===== config.mk =====
export PLATFORM = sky130hd
export DESIGN_NAME = prc_ctrl
export DESIGN_NICKNAME = d
export VERILOG_FILES = /design/src/prc_pkg.sv /design/src/prc_ctrl.sv
export VERILOG_INCLUDE_DIRS = /design/src /design/src/src
export SDC_FILE = /design/constraint.sdc
export NUM_CORES = 1
export LEC_CHECK = 0
export BUFFER_PORTS_ARGS = -buffer_cell sky130_fd_sc_hd__buf_2
export CAP_MARGIN = 20
export CORE_MARGIN = 3
export CORE_UTILIZATION = 30
export CTS_CLUSTER_SIZE = 20
export DETAILED_ROUTE_END_ITERATION = 7
export GPL_ROUTABILITY_DRIVEN = 0
export PLACE_DENSITY = 0.5
export SYNTH_ARGS = -nofsm -noshare
export SYNTH_HDL_FRONTEND = slang
export SYNTH_SLANG_ARGS = --single-unit

===== constraint.sdc =====
create_clock -name clk_i -period 7 [get_ports clk_i]
set_input_delay 1.05 -clock clk_i [delete_from_list [all_inputs] [get_ports clk_i]]
set_output_delay 1.05 -clock clk_i [all_outputs]
set_load 0.005 [all_outputs]

===== src/pearson_row_correlation_assert.svh =====
// Assertion macros used by the correlation engine controller.
// Each macro expects clk_i and rst_ni in the scope where it is used.
`ifndef PEARSON_ROW_CORRELATION_ASSERT_SVH
`define PEARSON_ROW_CORRELATION_ASSERT_SVH

// Same-cycle implication, disabled while reset is asserted.
`define PRC_ASSERT_NOW(lbl, pre, post) \
  lbl: assert property (@(posedge clk_i) disable iff (!rst_ni) (pre) |-> (post)) \
    else $error("assertion failed");

// Next-cycle implication, disabled while reset is asserted.
`define PRC_ASSERT_NEXT(lbl, pre, post) \
  lbl: assert property (@(posedge clk_i) disable iff (!rst_ni) (pre) |=> (post)) \
    else $error("assertion failed");

`endif


===== src/prc_pkg.sv =====
// ----------------------------------------------------------------------------
// Pearson row correlation package
// Sizes, codes and the command and status bundles between controller and
// datapath.
// ----------------------------------------------------------------------------
`default_nettype none

package prc_pkg;

  localparam int MAX_ROWS = 64;
  localparam int MAX_COLS = 64;
  localparam int DEPTH    = MAX_ROWS * MAX_COLS;
  localparam int ADDR_W   = $clog2(DEPTH);

  localparam int IDX_W     = 6;
  localparam int SMP_W     = 16;
  localparam int LIM_W     = 7;
  localparam int CFG_IDX_W = 2;
  localparam int CNT_W     = 8;

  // Accumulator and arithmetic widths (at most 64 columns are summed).
  localparam int SUM_W    = 23;
  localparam int SQ_W     = 38;
  localparam int X_W      = 39;
  localparam int MA_W     = 40;
  localparam int MB_W     = 24;
  localparam int MP_W     = MA_W + MB_W;
  localparam int V_W      = 46;
  localparam int MAG_W    = 44;
  localparam int PROD_W   = 2 * MAG_W;
  localparam int REM_W    = PROD_W + 1;
  localparam int Q_W      = 33;
  localparam int RT_ARG_W = Q_W + 1;
  localparam int ROOT_W   = 17;

  // Step counts of the sequenced phases.
  localparam int VAR_STEPS  = 7;
  localparam int MUL_STEPS  = MAG_W;
  localparam int DIV_STEPS  = Q_W;
  localparam int SQRT_STEPS = ROOT_W;

  typedef enum logic [0:0] {
    OPC_LOAD  = 1'b0,
    OPC_QUERY = 1'b1
  } opcode_e;

  typedef enum logic [1:0] {
    ST_OK       = 2'd0,
    ST_ZERO_VAR = 2'd1,
    ST_RANGE    = 2'd2
  } status_e;

  typedef enum logic [CFG_IDX_W-1:0] {
    CFG_COLS = 2'd0,
    CFG_ROWS = 2'd1
  } cfg_reg_e;

  typedef enum logic [2:0] {
    DP_IDLE,
    DP_WALK,
    DP_VAR,
    DP_MUL,
    DP_DIV,
    DP_SQRT
  } dp_op_e;

  typedef struct packed {
    logic             we;
    logic             capture;
    dp_op_e           op;
    logic             clr;
    logic [LIM_W-1:0] ncols;
  } cmd_t;

  typedef struct packed {
    logic                    last;
    logic                    var_zero;
    logic signed [SMP_W-1:0] corr;
  } stat_t;

endpackage

`default_nettype wire


===== src/prc_ctrl.sv =====
// ----------------------------------------------------------------------------
// Pearson row correlation controller
// Configuration registers, range checks, phase sequencing and result beat.
// ----------------------------------------------------------------------------
`default_nettype none
`include "pearson_row_correlation_assert.svh"

module prc_ctrl (
  input  logic                              clk_i,
  input  logic                              rst_ni,
  input  logic                              start_i,
  output logic                              busy_o,
  input  logic [0:0]                        opcode_i,
  input  logic [prc_pkg::IDX_W-1:0]         row_index_i,
  input  logic [prc_pkg::IDX_W-1:0]         col_index_i,
  input  logic [prc_pkg::IDX_W-1:0]         other_row_i,
  input  logic                              cfg_we_i,
  input  logic [prc_pkg::CFG_IDX_W-1:0]     cfg_index_i,
  input  logic [prc_pkg::LIM_W-1:0]         cfg_data_i,
  output prc_pkg::cmd_t                     cmd_o,
  input  prc_pkg::stat_t                    stat_i,
  output logic                              result_valid_o,
  output logic signed [prc_pkg::SMP_W-1:0]  correlation_o,
  output logic [1:0]                        status_o
);
  import prc_pkg::*;

  typedef enum logic [2:0] {
    S_IDLE,
    S_WALK,
    S_VAR,
    S_MUL,
    S_DIV,
    S_SQRT
  } state_e;

  state_e state_q;
  logic   first_q;
  logic [LIM_W-1:0] cols_q, rows_q, row_lim, col_lim;
  logic   valid_q;
  logic signed [SMP_W-1:0] corr_q;
  status_e status_q;
  logic   accept, is_query, row_ok_a, row_ok_b, col_ok;

  // Effective limits and range checks on the incoming beat.
  always_comb begin
    row_lim  = (int'(rows_q) < MAX_ROWS) ? rows_q : LIM_W'(MAX_ROWS);
    col_lim  = (int'(cols_q) < MAX_COLS) ? cols_q : LIM_W'(MAX_COLS);
    accept   = start_i && (state_q == S_IDLE);
    is_query = (opcode_e'(opcode_i) == OPC_QUERY);
    row_ok_a = {1'b0, row_index_i} < row_lim;
    row_ok_b = {1'b0, other_row_i} < row_lim;
    col_ok   = {1'b0, col_index_i} < col_lim;
  end

  // Commands to the datapath.
  always_comb begin
    cmd_o.we      = accept && !is_query && row_ok_a && col_ok;
    cmd_o.capture = accept && is_query;
    cmd_o.clr     = first_q;
    cmd_o.ncols   = col_lim;
    unique case (state_q)
      S_WALK:  cmd_o.op = DP_WALK;
      S_VAR:   cmd_o.op = DP_VAR;
      S_MUL:   cmd_o.op = DP_MUL;
      S_DIV:   cmd_o.op = DP_DIV;
      S_SQRT:  cmd_o.op = DP_SQRT;
      default: cmd_o.op = DP_IDLE;
    endcase
  end

  // Configuration registers.
  always_ff @(posedge clk_i or negedge rst_ni) begin
    if (!rst_ni) begin
      cols_q <= LIM_W'(64);
      rows_q <= LIM_W'(64);
    end else if (cfg_we_i) begin
      if (cfg_reg_e'(cfg_index_i) == CFG_COLS) cols_q <= cfg_data_i;
      if (cfg_reg_e'(cfg_index_i) == CFG_ROWS) rows_q <= cfg_data_i;
    end
  end

  // Phase sequencer and result registers.
  always_ff @(posedge clk_i or negedge rst_ni) begin
    if (!rst_ni) begin
      state_q  <= S_IDLE;
      first_q  <= 1'b0;
      valid_q  <= 1'b0;
      corr_q   <= '0;
      status_q <= ST_OK;
    end else begin
      valid_q <= 1'b0;
      first_q <= 1'b0;
      unique case (state_q)
        S_IDLE: begin
          if (accept && is_query) begin
            if (!row_ok_a || !row_ok_b) begin
              valid_q  <= 1'b1;
              corr_q   <= '0;
              status_q <= ST_RANGE;
            end else if (row_index_i == other_row_i) begin
              valid_q  <= 1'b1;
              corr_q   <= SMP_W'(16'sh7FFF);
              status_q <= ST_OK;
            end else begin
              state_q <= S_WALK;
              first_q <= 1'b1;
            end
          end
        end
        S_WALK: begin
          if (stat_i.last) begin
            state_q <= S_VAR;
            first_q <= 1'b1;
          end
        end
        S_VAR: begin
          if (stat_i.last) begin
            if (stat_i.var_zero) begin
              valid_q  <= 1'b1;
              corr_q   <= '0;
              status_q <= ST_ZERO_VAR;
              state_q  <= S_IDLE;
            end else begin
              state_q <= S_MUL;
              first_q <= 1'b1;
            end
          end
        end
        S_MUL: begin
          if (stat_i.last) begin
            state_q <= S_DIV;
            first_q <= 1'b1;
          end
        end
        S_DIV: begin
          if (stat_i.last) begin
            state_q <= S_SQRT;
            first_q <= 1'b1;
          end
        end
        S_SQRT: begin
          if (stat_i.last) begin
            valid_q  <= 1'b1;
            corr_q   <= stat_i.corr;
            status_q <= ST_OK;
            state_q  <= S_IDLE;
          end
        end
        default: state_q <= S_IDLE;
      endcase
    end
  end

  assign busy_o         = (state_q != S_IDLE);
  assign result_valid_o = valid_q;
  assign correlation_o  = corr_q;
  assign status_o       = status_q;

  // A load never yields a result beat.
  `PRC_ASSERT_NEXT(a_load_silent, accept && !is_query, !result_valid_o)
  // The memory is never written during a query.
  `PRC_ASSERT_NOW(a_no_write_busy, busy_o, !cmd_o.we)
  // Flagged results carry a zero coefficient.
  `PRC_ASSERT_NOW(a_flag_zero, result_valid_o && (status_o != ST_OK), correlation_o == '0)

endmodule

`default_nettype wire

# Yosys cells after proc, flatten, opt, wreduce, memory -nomap -nowiden
# Cells that the tools add are included.
classes:
  mux: 40
  eq_ne: 17
  n_reduce_logical: 18
  n_lt_le_gt_ge: 5
op_table:
  columns: ["operator", "n"]
  rows:
  - ["16-bit 2-to-1 mux", 6]
  - ["16-bit case mux with 3 select lines", 1]
  - ["3-bit 2-to-1 mux", 8]
  - ["6-bit by 7-bit less-than comparator with 1-bit output", 3]
  - ["2-bit inequality test (second input constant)", 9]
  - ["3-bit case mux with 6 select lines", 1]
  - ["3-bit case mux with 5 select lines", 1]
  - ["7-bit less-than comparator (second input constant)", 2]
  - ["2-bit 2-to-1 mux", 7]
  - ["7-bit 2-to-1 mux", 2]
  - ["1-bit 2-to-1 mux", 11]
  - ["8-bit AND reduction", 1]
  - ["3-bit by 2-bit == test with 1-bit output (second input constant)", 2]
  - ["3-bit == test (second input constant)", 2]
  - ["6-bit == test", 1]
  - ["1-bit case mux with 3 select lines", 2]
  - ["2-bit case mux with 3 select lines", 1]
  - ["6-bit AND reduction", 1]
  - ["3-bit nonzero test", 2]
  - ["1-bit logical AND", 5]
  - ["2-bit AND reduction", 2]
  - ["3-bit by 1-bit == test with 1-bit output (second input constant)", 1]
  - ["1-bit logical NOT", 3]
  - ["3-bit logical NOT", 1]
  - ["5 further kinds", 5]
totals:
  wordCells: 87
  regBits: 37
  input_bits: 50
  out_inout_bits: 33

# Depth between registers and ports, before layout
# Gate-level depths: netlist of the first run.
logic_depth:
  word_depth: 8
  ltp_mapped: 11
  ltp_nobuf: 8

# Least setup slack after synthesis of the first run
# No wires, ideal clock.
synth_timing:
  path_kind: "input-to-output"
  start: "in row_index_i[4] in the netlist's numbering"
  end: "out cmd_o[12] in the netlist's numbering"
  arrival_ns: 2.046
  stages: 5
  n_path_buf: 0
  t_required_ns: 5.950
  setup_slack_ns: 3.904
  cell_sequence: "ha_1 > a21o_1 > a21oi_1 > a2bb2oi_2 > o311a_1"
synth_rtl:
  columns: ["item", "line_no", "rtl"]
  rows:
  - ["start, declared", "prc_ctrl.sv:14", "input logic [prc_pkg::IDX_W-1:0] row_index_i,"]
  - ["end, declared", "prc_ctrl.sv:20", "output prc_pkg::cmd_t cmd_o,"]

==> qor.yml, run 1 <==
status: "complete, no violations"
die_h_um: 93.03
ys_types: 46
multi_input_area_um2: 1131
initial_utilization: 0.3116
hp-class: "reg2reg"
synthArstFlopShare: 1.000
hold_viol: 0
crit_path_end: "cmd_o[12]"
endpoint_kind: "output port"
post_cts_resized: 0
p_clk_frac: 0.203
antenna_left: 0
vias_per_cell: 4.551
post_drt_wl_per_cell_um: 13.27
skew_ps: 5.717
yosys_warnings: 0
rr_endpoint: "correlation_o[8]$_DFFE_PN0P_"
clk_pin_slew_ps: 70
busiest_layer: "met2"
combPwrFrac: 0.425
fill_cells: 784
p_leak_uw: 0.001548
vias: 1793
grt_pass1_wl_mm: 8.790
finalSetupTns_ps: 0
synth_top_area_share: 0.3855
synth_edf_count: 0
synth_nets: 280
cts-root-buf: "clkbuf_8"
clock-sinks: 37
htree_levels: 2
drtIter0Drc: 42
critical_path_class: "in2out"
reg2reg_depth: 9
grtUsageMet1: 0.1653
fin_nets: 359
insertion_delay_ps: 280
relSlewSlack: 0.4370
slew_viol_final: 0
diodes: 0
grt_use_met2: 0.2064
synth_seq_area_share: 0.4086
drive_above_1_share: 0.3932
drcViolationCount: 0
power.density_nw_per_um2: 333.9
intPower_uw: 608.3
switching_share: 0.3555
postCtsHoldBufs: 0
grt_use_total: 0.1273
design.portCount: 83
r2r_slack_ps: 4390
peakVddDrop_v: 0.0001010
switchingPower_uw: 335.6
worstPathMaxFanout: 4
placementRows: 31
syn-cell-area_um2: 2272
clockBufferDepth: 2
arrival_ps: 2350
routed_wl_mm: 5.230
overflow: 0
antenna_found_initial: 0
finalCritPeriodShare: 0.4852
yosysMostFrequentCell: "dfrtp_1"
cts_tree: "done"
netlist_instances: 215
drv_cap: 0
coreArea_um2: 7292
synth_area_leader_cell: "dfrtp_1"
grt_pass1_vias: 1810
die_area_um2: 8655
tightest_slew_ps: 844.4
synth_commonest_cells: "35 x dfrtp_1, 29 x inv_1, 24 x a21oi_1"
worstSetupStartpointType: "input pin"
worstPathRequired_ps: 5950
postCtsSetupRepairBufs: 0
worstSetupStartpoint: "row_index_i[4]"
reg2reg_from: "rows_q[6]$_DFFE_PN1P_"
synth_flop_cell: "dfrtp_1"
die_w_um: 93.03
ys_seq_elements: 37
dp_hpwl_mm: 4.041
post-route-util: 0.3876
area_delta_synth_final_pct: 24.39
seqPwrFrac: 0.372
grt_start_max_net_pins: 38
drt-pass1-iter-count: 4
regArea_um2: 928.4
synth_area_leaders: "dfrtp_1 39%, ha_1 8.3%, mux2i_1 7.5%"
cts_made_buffers: 5
max_freq_mhz: 294.4
grtUsageMet3: 0.04344
finalSetupViolCount: 0
portBuffers: 82
finalCriticalPeriod_ps: 3396
grt_setup_unrepaired: "no"
avgSynthCellArea_um2: 10.57
==> worst max-delay path, cell delays in order <==
cell       delay (ps)
buf_2             110
ha_1              300
a21o_1            180
a21oi_1           160
a2bb2oi_2         230
o311a_1           200
buf_2             110
==> state kept, by name, indices dropped and copies added (netlist names) <==
name / cells
status_o: 2
correlation_o: 16
cols_q: 7
rows_q: 7
state_q: 3
result_valid_o: 1
first_q: 1
==> routing by layer <==
metal | vias up | routed length [um]
li1 | 894 | -
met1 | 842 | 2265
met2 | 55 | 2571
met3 | 2 | 367
met4 | 0 | 25
met5 | - | 0
==> cell families after synthesis <==
family          count (synthesis)  share of synthesized area
compound gates                 45                     0.1289
xor+xnor                        7                    0.02698
fa+ha+maj                      15                    0.08260
buf+inv                        40                    0.09361
flops                          37                     0.4086
mux                            32                     0.1492
simple gates                   39                     0.1101
==> power groups by stage <==
stage	Sequential (uW)	Combinational [uW]	Clock [uW]
floorplan	343	295	0
global placement	354	402	0
detailed placement	356	406	0
CTS	352	409	200
global route	365	458	210
finish	351	401	192
==> worst min-delay path by stage <==
stage,cells past startpoint,from,slack (ps),endpoint
2_1_floorplan,1,rows_q[1]$_DFFE_PN0P_,480,rows_q[1]$_DFFE_PN0P_
5_1_grt,1,status_o[0]$_DFFE_PN0P_,530,status_o[0]$_DFFE_PN0P_
3_5_place_dp,1,status_o[0]$_DFFE_PN0P_,490,status_o[0]$_DFFE_PN0P_
4_1_cts,1,status_o[0]$_DFFE_PN0P_,510,status_o[0]$_DFFE_PN0P_
3_3_place_gp,1,rows_q[3]$_DFFE_PN0P_,490,rows_q[3]$_DFFE_PN0P_
6_report,1,status_o[0]$_DFFE_PN0P_,500,status_o[0]$_DFFE_PN0P_
==> final cells by class <==
class | count | area share
Clock buffer | 7 | 0.03054
Clock inverter | 1 | 0.01062
Inverter | 29 | 0.03851
Multi-Input combinational cell | 138 | 0.4002
Sequential cell | 37 | 0.3285
Tap cell | 99 | 0.04382
Timing Repair Buffer | 83 | 0.1479
==> cell usage in the layout, fill, tap and decap left out, types with 4 or more instances in the layout <==
master	count
ha_1	15
a21oi_1	24
nand2_1	6
dfrtp_1	35
buf_2	82
inv_1	29
xor2_1	4
mux2_2	15
clkbuf_8	6
nor2_1	4
nand2b_1	11
mux2i_1	17
==> through the flow <==
stage	instances	cell area, um^2	hold slack, ps	power, uW	setup WS, ps
floorplan	215	2272	480.5	638.2	3904
global placement	386	2710	492.1	755.9	3586
detailed placement	386	2710	488.2	762.5	3589
CTS	394	2826	506.1	960.2	3586
global route	394	2826	527.8	1034	3509
finish	394	2826	496.2	943.8	3604
(Power assumes the default switching activity.)
==> run 2, diff against run 1 <==
PLACE_DENSITY = 0.52   (was 0.5)
clock period = 3.1 ns   (was 7 ns; I/O delays follow)
==> qor.yml, run 2 (synthesized netlist as in run 1, its figures left out) <==
final_common_cell: "buf_2"
vias: 1792  # -0.056%
drcViolationCount: 0  # unchanged
diodes: 0  # unchanged
die_area_um2: 8655  # unchanged
postCtsSetupRepairBufs: 0  # unchanged
fin_nets: 360  # +0.28%
hold_viol: 0  # unchanged
worstSetupStartpointType: "flop"
hp-class: "in2async"
r2r_slack_ps: 520  # -3870 ps
initial_utilization: 0.3116  # unchanged
coreArea_um2: 7292  # unchanged
largest_reg_flops: 16  # unchanged
reg2reg_depth: 9  # unchanged
critical_path_class: "reg2out"
grt_pass1_vias: 1765  # -2.5%
peakVddDrop_v: 0.0001735  # +72%
arrival_ps: 2260  # -90 ps
relSlewSlack: 0.4499  # +0.01288
insertion_delay_ps: 280  # about the same
finalSetupTns_ps: 0  # unchanged
drive_above_1_share: 0.3953  # +0.002050
clock-sinks: 37  # unchanged
antenna_found_initial: 0  # unchanged
htree_levels: 2  # unchanged
vias_per_cell: 4.537  # -0.31%
clk_pin_slew_ps: 70  # about the same
die_w_um: 93.03  # unchanged
area_delta_synth_final_pct: 23.24
placementRows: 31  # unchanged
pre_cts_ws_ps: 532.7  # -3057 ps
power.density_nw_per_um2: 723.2  # +120%
drv_cap: 0  # unchanged
p_leak_uw: 0.001540  # -0.52%
dp_hpwl_mm: 4.097  # +1.4%
skew_ps: 2.874  # -2.843 ps
endpoint_kind: "output port"
finalCritPeriodShare: 0.8786
crit_slowest_cell: "dfstp_2"
drt-pass1-iter-count: 4  # unchanged
post_cts_resized: 0  # unchanged
drtIter0Drc: 47  # +12%
design.portCount: 83  # unchanged
grt_pass1_wl_mm: 8.521  # -3.1%
hold_slack_ps: 272.5  # -223.7 ps
cts_tree: "done"
die_h_um: 93.03  # unchanged
postCtsHoldBufs: 0  # unchanged
cts_made_buffers: 5  # unchanged
worstPathRequired_ps: 2630  # -3320 ps
status: "complete, no violations"
overflow: 0  # unchanged
routed_wl_mm: 5.284  # +1.0%
cp_slowest_stage_delay_ps: 640  # +340 ps
clockBufferDepth: 2  # unchanged
rr_endpoint: "correlation_o[9]$_DFFE_PN0P_"
fill_cells: 795  # +1.4%
max_freq_mhz: 367.1
finalCriticalPeriod_ps: 2724
cts-root-buf: "clkbuf_8"
antenna_left: 0  # unchanged
grt_start_max_net_pins: 38  # unchanged
final_cell_mix: "82 x buf_2, 35 x dfrtp_1, 29 x inv_1"
crit_buf_inv: 1  # -1
tightest_slew_ps: 825.1  # -19.32 ps
grt_use_total: 0.1241  # -0.003174
post_drt_wl_per_cell_um: 13.38  # +0.78%
grt_setup_unrepaired: "no"
path_cells: "nand2b_1 -> ha_1 -> a21o_1 -> a21oi_1 -> a2bb2oi_2 -> o311a_1 -> buf_2"
crit_family: "compound AO/OA/AOI/OAI gates"
portBuffers: 82  # unchanged
slew_viol_final: 0  # unchanged
fin_ws_ps: 376.2  # -3227 ps
reg2reg_from: "rows_q[6]$_DFFE_PN1P_"
worstPathMaxFanout: 12  # +8
finalSetupViolCount: 0  # unchanged
## run 2: cell types whose count changed in the layout (fill, tap and decap cells not counted), sizes merged
cell    change
buf         +1
bufinv      -1
clkbuf      -1
clkinv      +2
## run 2: cell type report
cell class | instances | area [um^2] | area share
Clock buffer | 6 | 72.57 | 0.02592
Multi-Input combinational cell | 138 | 1131 | 0.4039
Inverter | 29 | 108.9 | 0.03887
Timing Repair Buffer | 84 | 425.4 | 0.1519
Clock inverter | 2 | 10.01 | 0.003575
Sequential cell | 37 | 928.4 | 0.3315
Tap cell | 99 | 123.9 | 0.04424
## run 2: metal layers
metal	vias to the layer above	GRT usage	share of wire
met2	56	0.1974	0.47
li1	901	-	-
met4	0	0.02564	0.0044
met5	-	0	0
met3	2	0.04264	0.075
met1	833	0.1641	0.45
## run 2: how the worst max path moves through the flow
stage                                      from                             to  slack (ps)  depth (start not counted)
final                     rows_q[6]$_DFFE_PN1P_                      cmd_o[12]         380                          7
after global routing      rows_q[6]$_DFFE_PN1P_                      cmd_o[12]         240                          7
after CTS                 rows_q[6]$_DFFE_PN1P_                      cmd_o[12]         360                          7
after detailed placement  rows_q[6]$_DFFE_PN1P_   correlation_o[9]$_DFFE_PN0P_         530                          9
after global placement    rows_q[6]$_DFFE_PN1P_   correlation_o[9]$_DFFE_PN0P_         600                          8
after floorplan           rows_q[6]$_DFFE_PN1P_  correlation_o[10]$_DFFE_PN0P_         770                         11
## run 2: power breakdown
group          total [uW]  internal, uW  switching, uW  leakage, uW
Sequential            802           666            136     0.000449
Clock                 328           156            172    0.0000450
Combinational         895           447            448      0.00105
## run 2: metrics by stage
stage	total power, uW	area [um^2]	utilization	cells
after floorplan	1441	2272	-	215
after global placement	1704	2718	0.3727	387
after detailed placement	1717	2718	0.3727	387
after CTS	2058	2800	0.3840	395
after global routing	2204	2800	0.3840	395
final	2025	2800	0.3840	395
## run 2: worst reg2reg max path: stages, from the launching register on
cell       delay [ps]
dfstp_2           640
nand2b_1          160
ha_1              240
a21o_1            190
a21oi_1           180
a2bb2oi_2         220
nand4_2           140
a21oi_2           160
buf_4             320
mux2i_1           250
==> run 3, diff against run 2 <==
CORE_ASPECT_RATIO = 0.6   (was unset)
==> qor.yml, run 3 (synthesized netlist as in run 1, its figures left out) <==
status: "complete, no violations"
antenna_left: 0  # unchanged
die_h_um: 73.41  # -21%
post-route-util: 0.4146  # +0.03056
worstSetupStartpointType: "flop"
clk_pin_slew_ps: 60  # about the same
drv_cap: 0  # unchanged
cts_tree: "done"
clockBufferDepth: 2  # unchanged
htree_levels: 2  # unchanged
fin_nets: 361  # +0.28%
p_leak_uw: 0.001584  # +2.9%
final_common_cell: "buf_2"
postCtsSetupRepairBufs: 0  # unchanged
placementRows: 23  # -26%
placed_area_um2: 2726  # +0.32%
grt_start_max_net_pins: 38  # unchanged
drtIter0Drc: 84  # +79%
arrival_ps: 2220  # -40 ps
fill_cells: 715  # -10%
overflow: 0  # unchanged
numPlacedInstances: 389  # +0.52%
finalSetupTns_ps: 0  # unchanged
postLayoutCellArea_um2: 2899  # +3.5%
final_cell_mix: "82 x buf_2, 35 x dfrtp_1, 29 x inv_1"
finalSetupViolCount: 0  # unchanged
vias_per_cell: 4.529  # -0.17%
grt_setup_unrepaired: "no"
portBuffers: 82  # unchanged
coreArea_um2: 6993  # -4.1%
drive_above_1_share: 0.3973  # +0.002036
tightest_slew_ps: 829.3  # +4.158 ps
vias: 1798  # +0.33%
dp_hpwl_mm: 4.392  # +7.2%
slew_viol_final: 0  # unchanged
worstPathMaxFanout: 12  # unchanged
grt_use_total: 0.1295  # +0.005406
area_delta_synth_final_pct: 27.59
initial_utilization: 0.3249  # +0.01332
die_w_um: 118.4  # +27%
drcViolationCount: 0  # unchanged
insertion_delay_ps: 270  # about the same
post_drt_wl_per_cell_um: 13.97  # +4.4%
power.density_nw_per_um2: 796.0  # +10%
hp-class: "in2async"
endpoint_kind: "output port"
post_cts_resized: 0  # unchanged
drt-pass1-iter-count: 4  # unchanged
design.portCount: 83  # unchanged
skew_ps: 5.135  # +2.261 ps
worstPathRequired_ps: 2630  # about the same
grt_pass1_vias: 1766  # +0.057%
largest_reg_flops: 16  # unchanged
antenna_found_initial: 0  # unchanged
die_area_um2: 8688  # +0.39%
diodes: 0  # unchanged
cts_made_buffers: 5  # unchanged
finalCriticalPeriod_ps: 2685  # -39.14 ps
clock-sinks: 37  # unchanged
cts-root-buf: "clkbuf_16"
power_uw: 2308  # +14%
routed_wl_mm: 5.547  # +5.0%
finalNonFillerCells: 397  # +0.51%
finalCritPeriodShare: 0.8660  # -0.01263
hold_viol: 0  # unchanged
peakVddDrop_v: 0.0002744  # +58%
max_freq_mhz: 372.5  # +1.5%
relSlewSlack: 0.4472  # -0.002772
critical_path_class: "reg2out"
postCtsHoldBufs: 0  # unchanged
grt_pass1_wl_mm: 8.997  # +5.6%
-- run 3: layout make-up --
class                           instances  area [um^2]  area share
Clock buffer                            7        142.6     0.04920
Clock inverter                          1        30.03     0.01036
Inverter                               29        108.9     0.03755
Multi-Input combinational cell        138         1131      0.3902
Sequential cell                        37        928.4      0.3202
Tap cell                              100        125.1     0.04316
Timing Repair Buffer                   85        432.9      0.1493
-- run 3: report_power, final --
group	total, uW	switching (uW)	internal [uW]
logic	931	476	455
registers	792	125	667
clock network	584	183	402
-- run 3: final timing paths --
path	endpoint	cells after the start	from	slack, ps
max	cmd_o[12]	7	rows_q[6]$_DFFE_PN1P_	420
min	rows_q[5]$_DFFE_PN0P_	1	rst_ni	280
max reg2reg	correlation_o[0]$_DFFE_PN0P_	9	rows_q[6]$_DFFE_PN1P_	530
min reg2reg	rows_q[2]$_DFFE_PN0P_	1	rows_q[2]$_DFFE_PN0P_	510
max in group asynchronous	status_o[1]$_DFFE_PN0P_	1	rst_ni	2280
min in group clk_i	correlation_o[15]$_DFFE_PN0P_	3	stat_i[15]	430
-- run 3: layer usage --
layer | vias to the layer above | part of all wire | track usage | routed length [um]
li1 | 904 | - | - | -
met1 | 844 | 0.54 | 0.2002 | 3000
met2 | 48 | 0.40 | 0.1752 | 2200
met3 | 2 | 0.058 | 0.03769 | 319
met4 | 0 | 0.0049 | 0.02727 | 27
met5 | - | 0 | 0 | 0
-- run 3: per-stage QoR --
stage | setup slack (ps) | hold WS [ps]
after floorplan | 766.0 | 169.4
after global placement | 594.3 | 490.8
after detailed placement | 520.3 | 495.4
after CTS | 406.0 | 332.8
after global routing | 295.4 | 378.6
final | 415.3 | 284.4
-- run 3: critical path, cell delays in order, from the launching register on --
cell,delay (ps)
dfstp_2,640
nand2b_1,170
ha_1,240
a21o_1,180
a21oi_1,170
a2bb2oi_2,220
o311a_1,210
buf_2,110
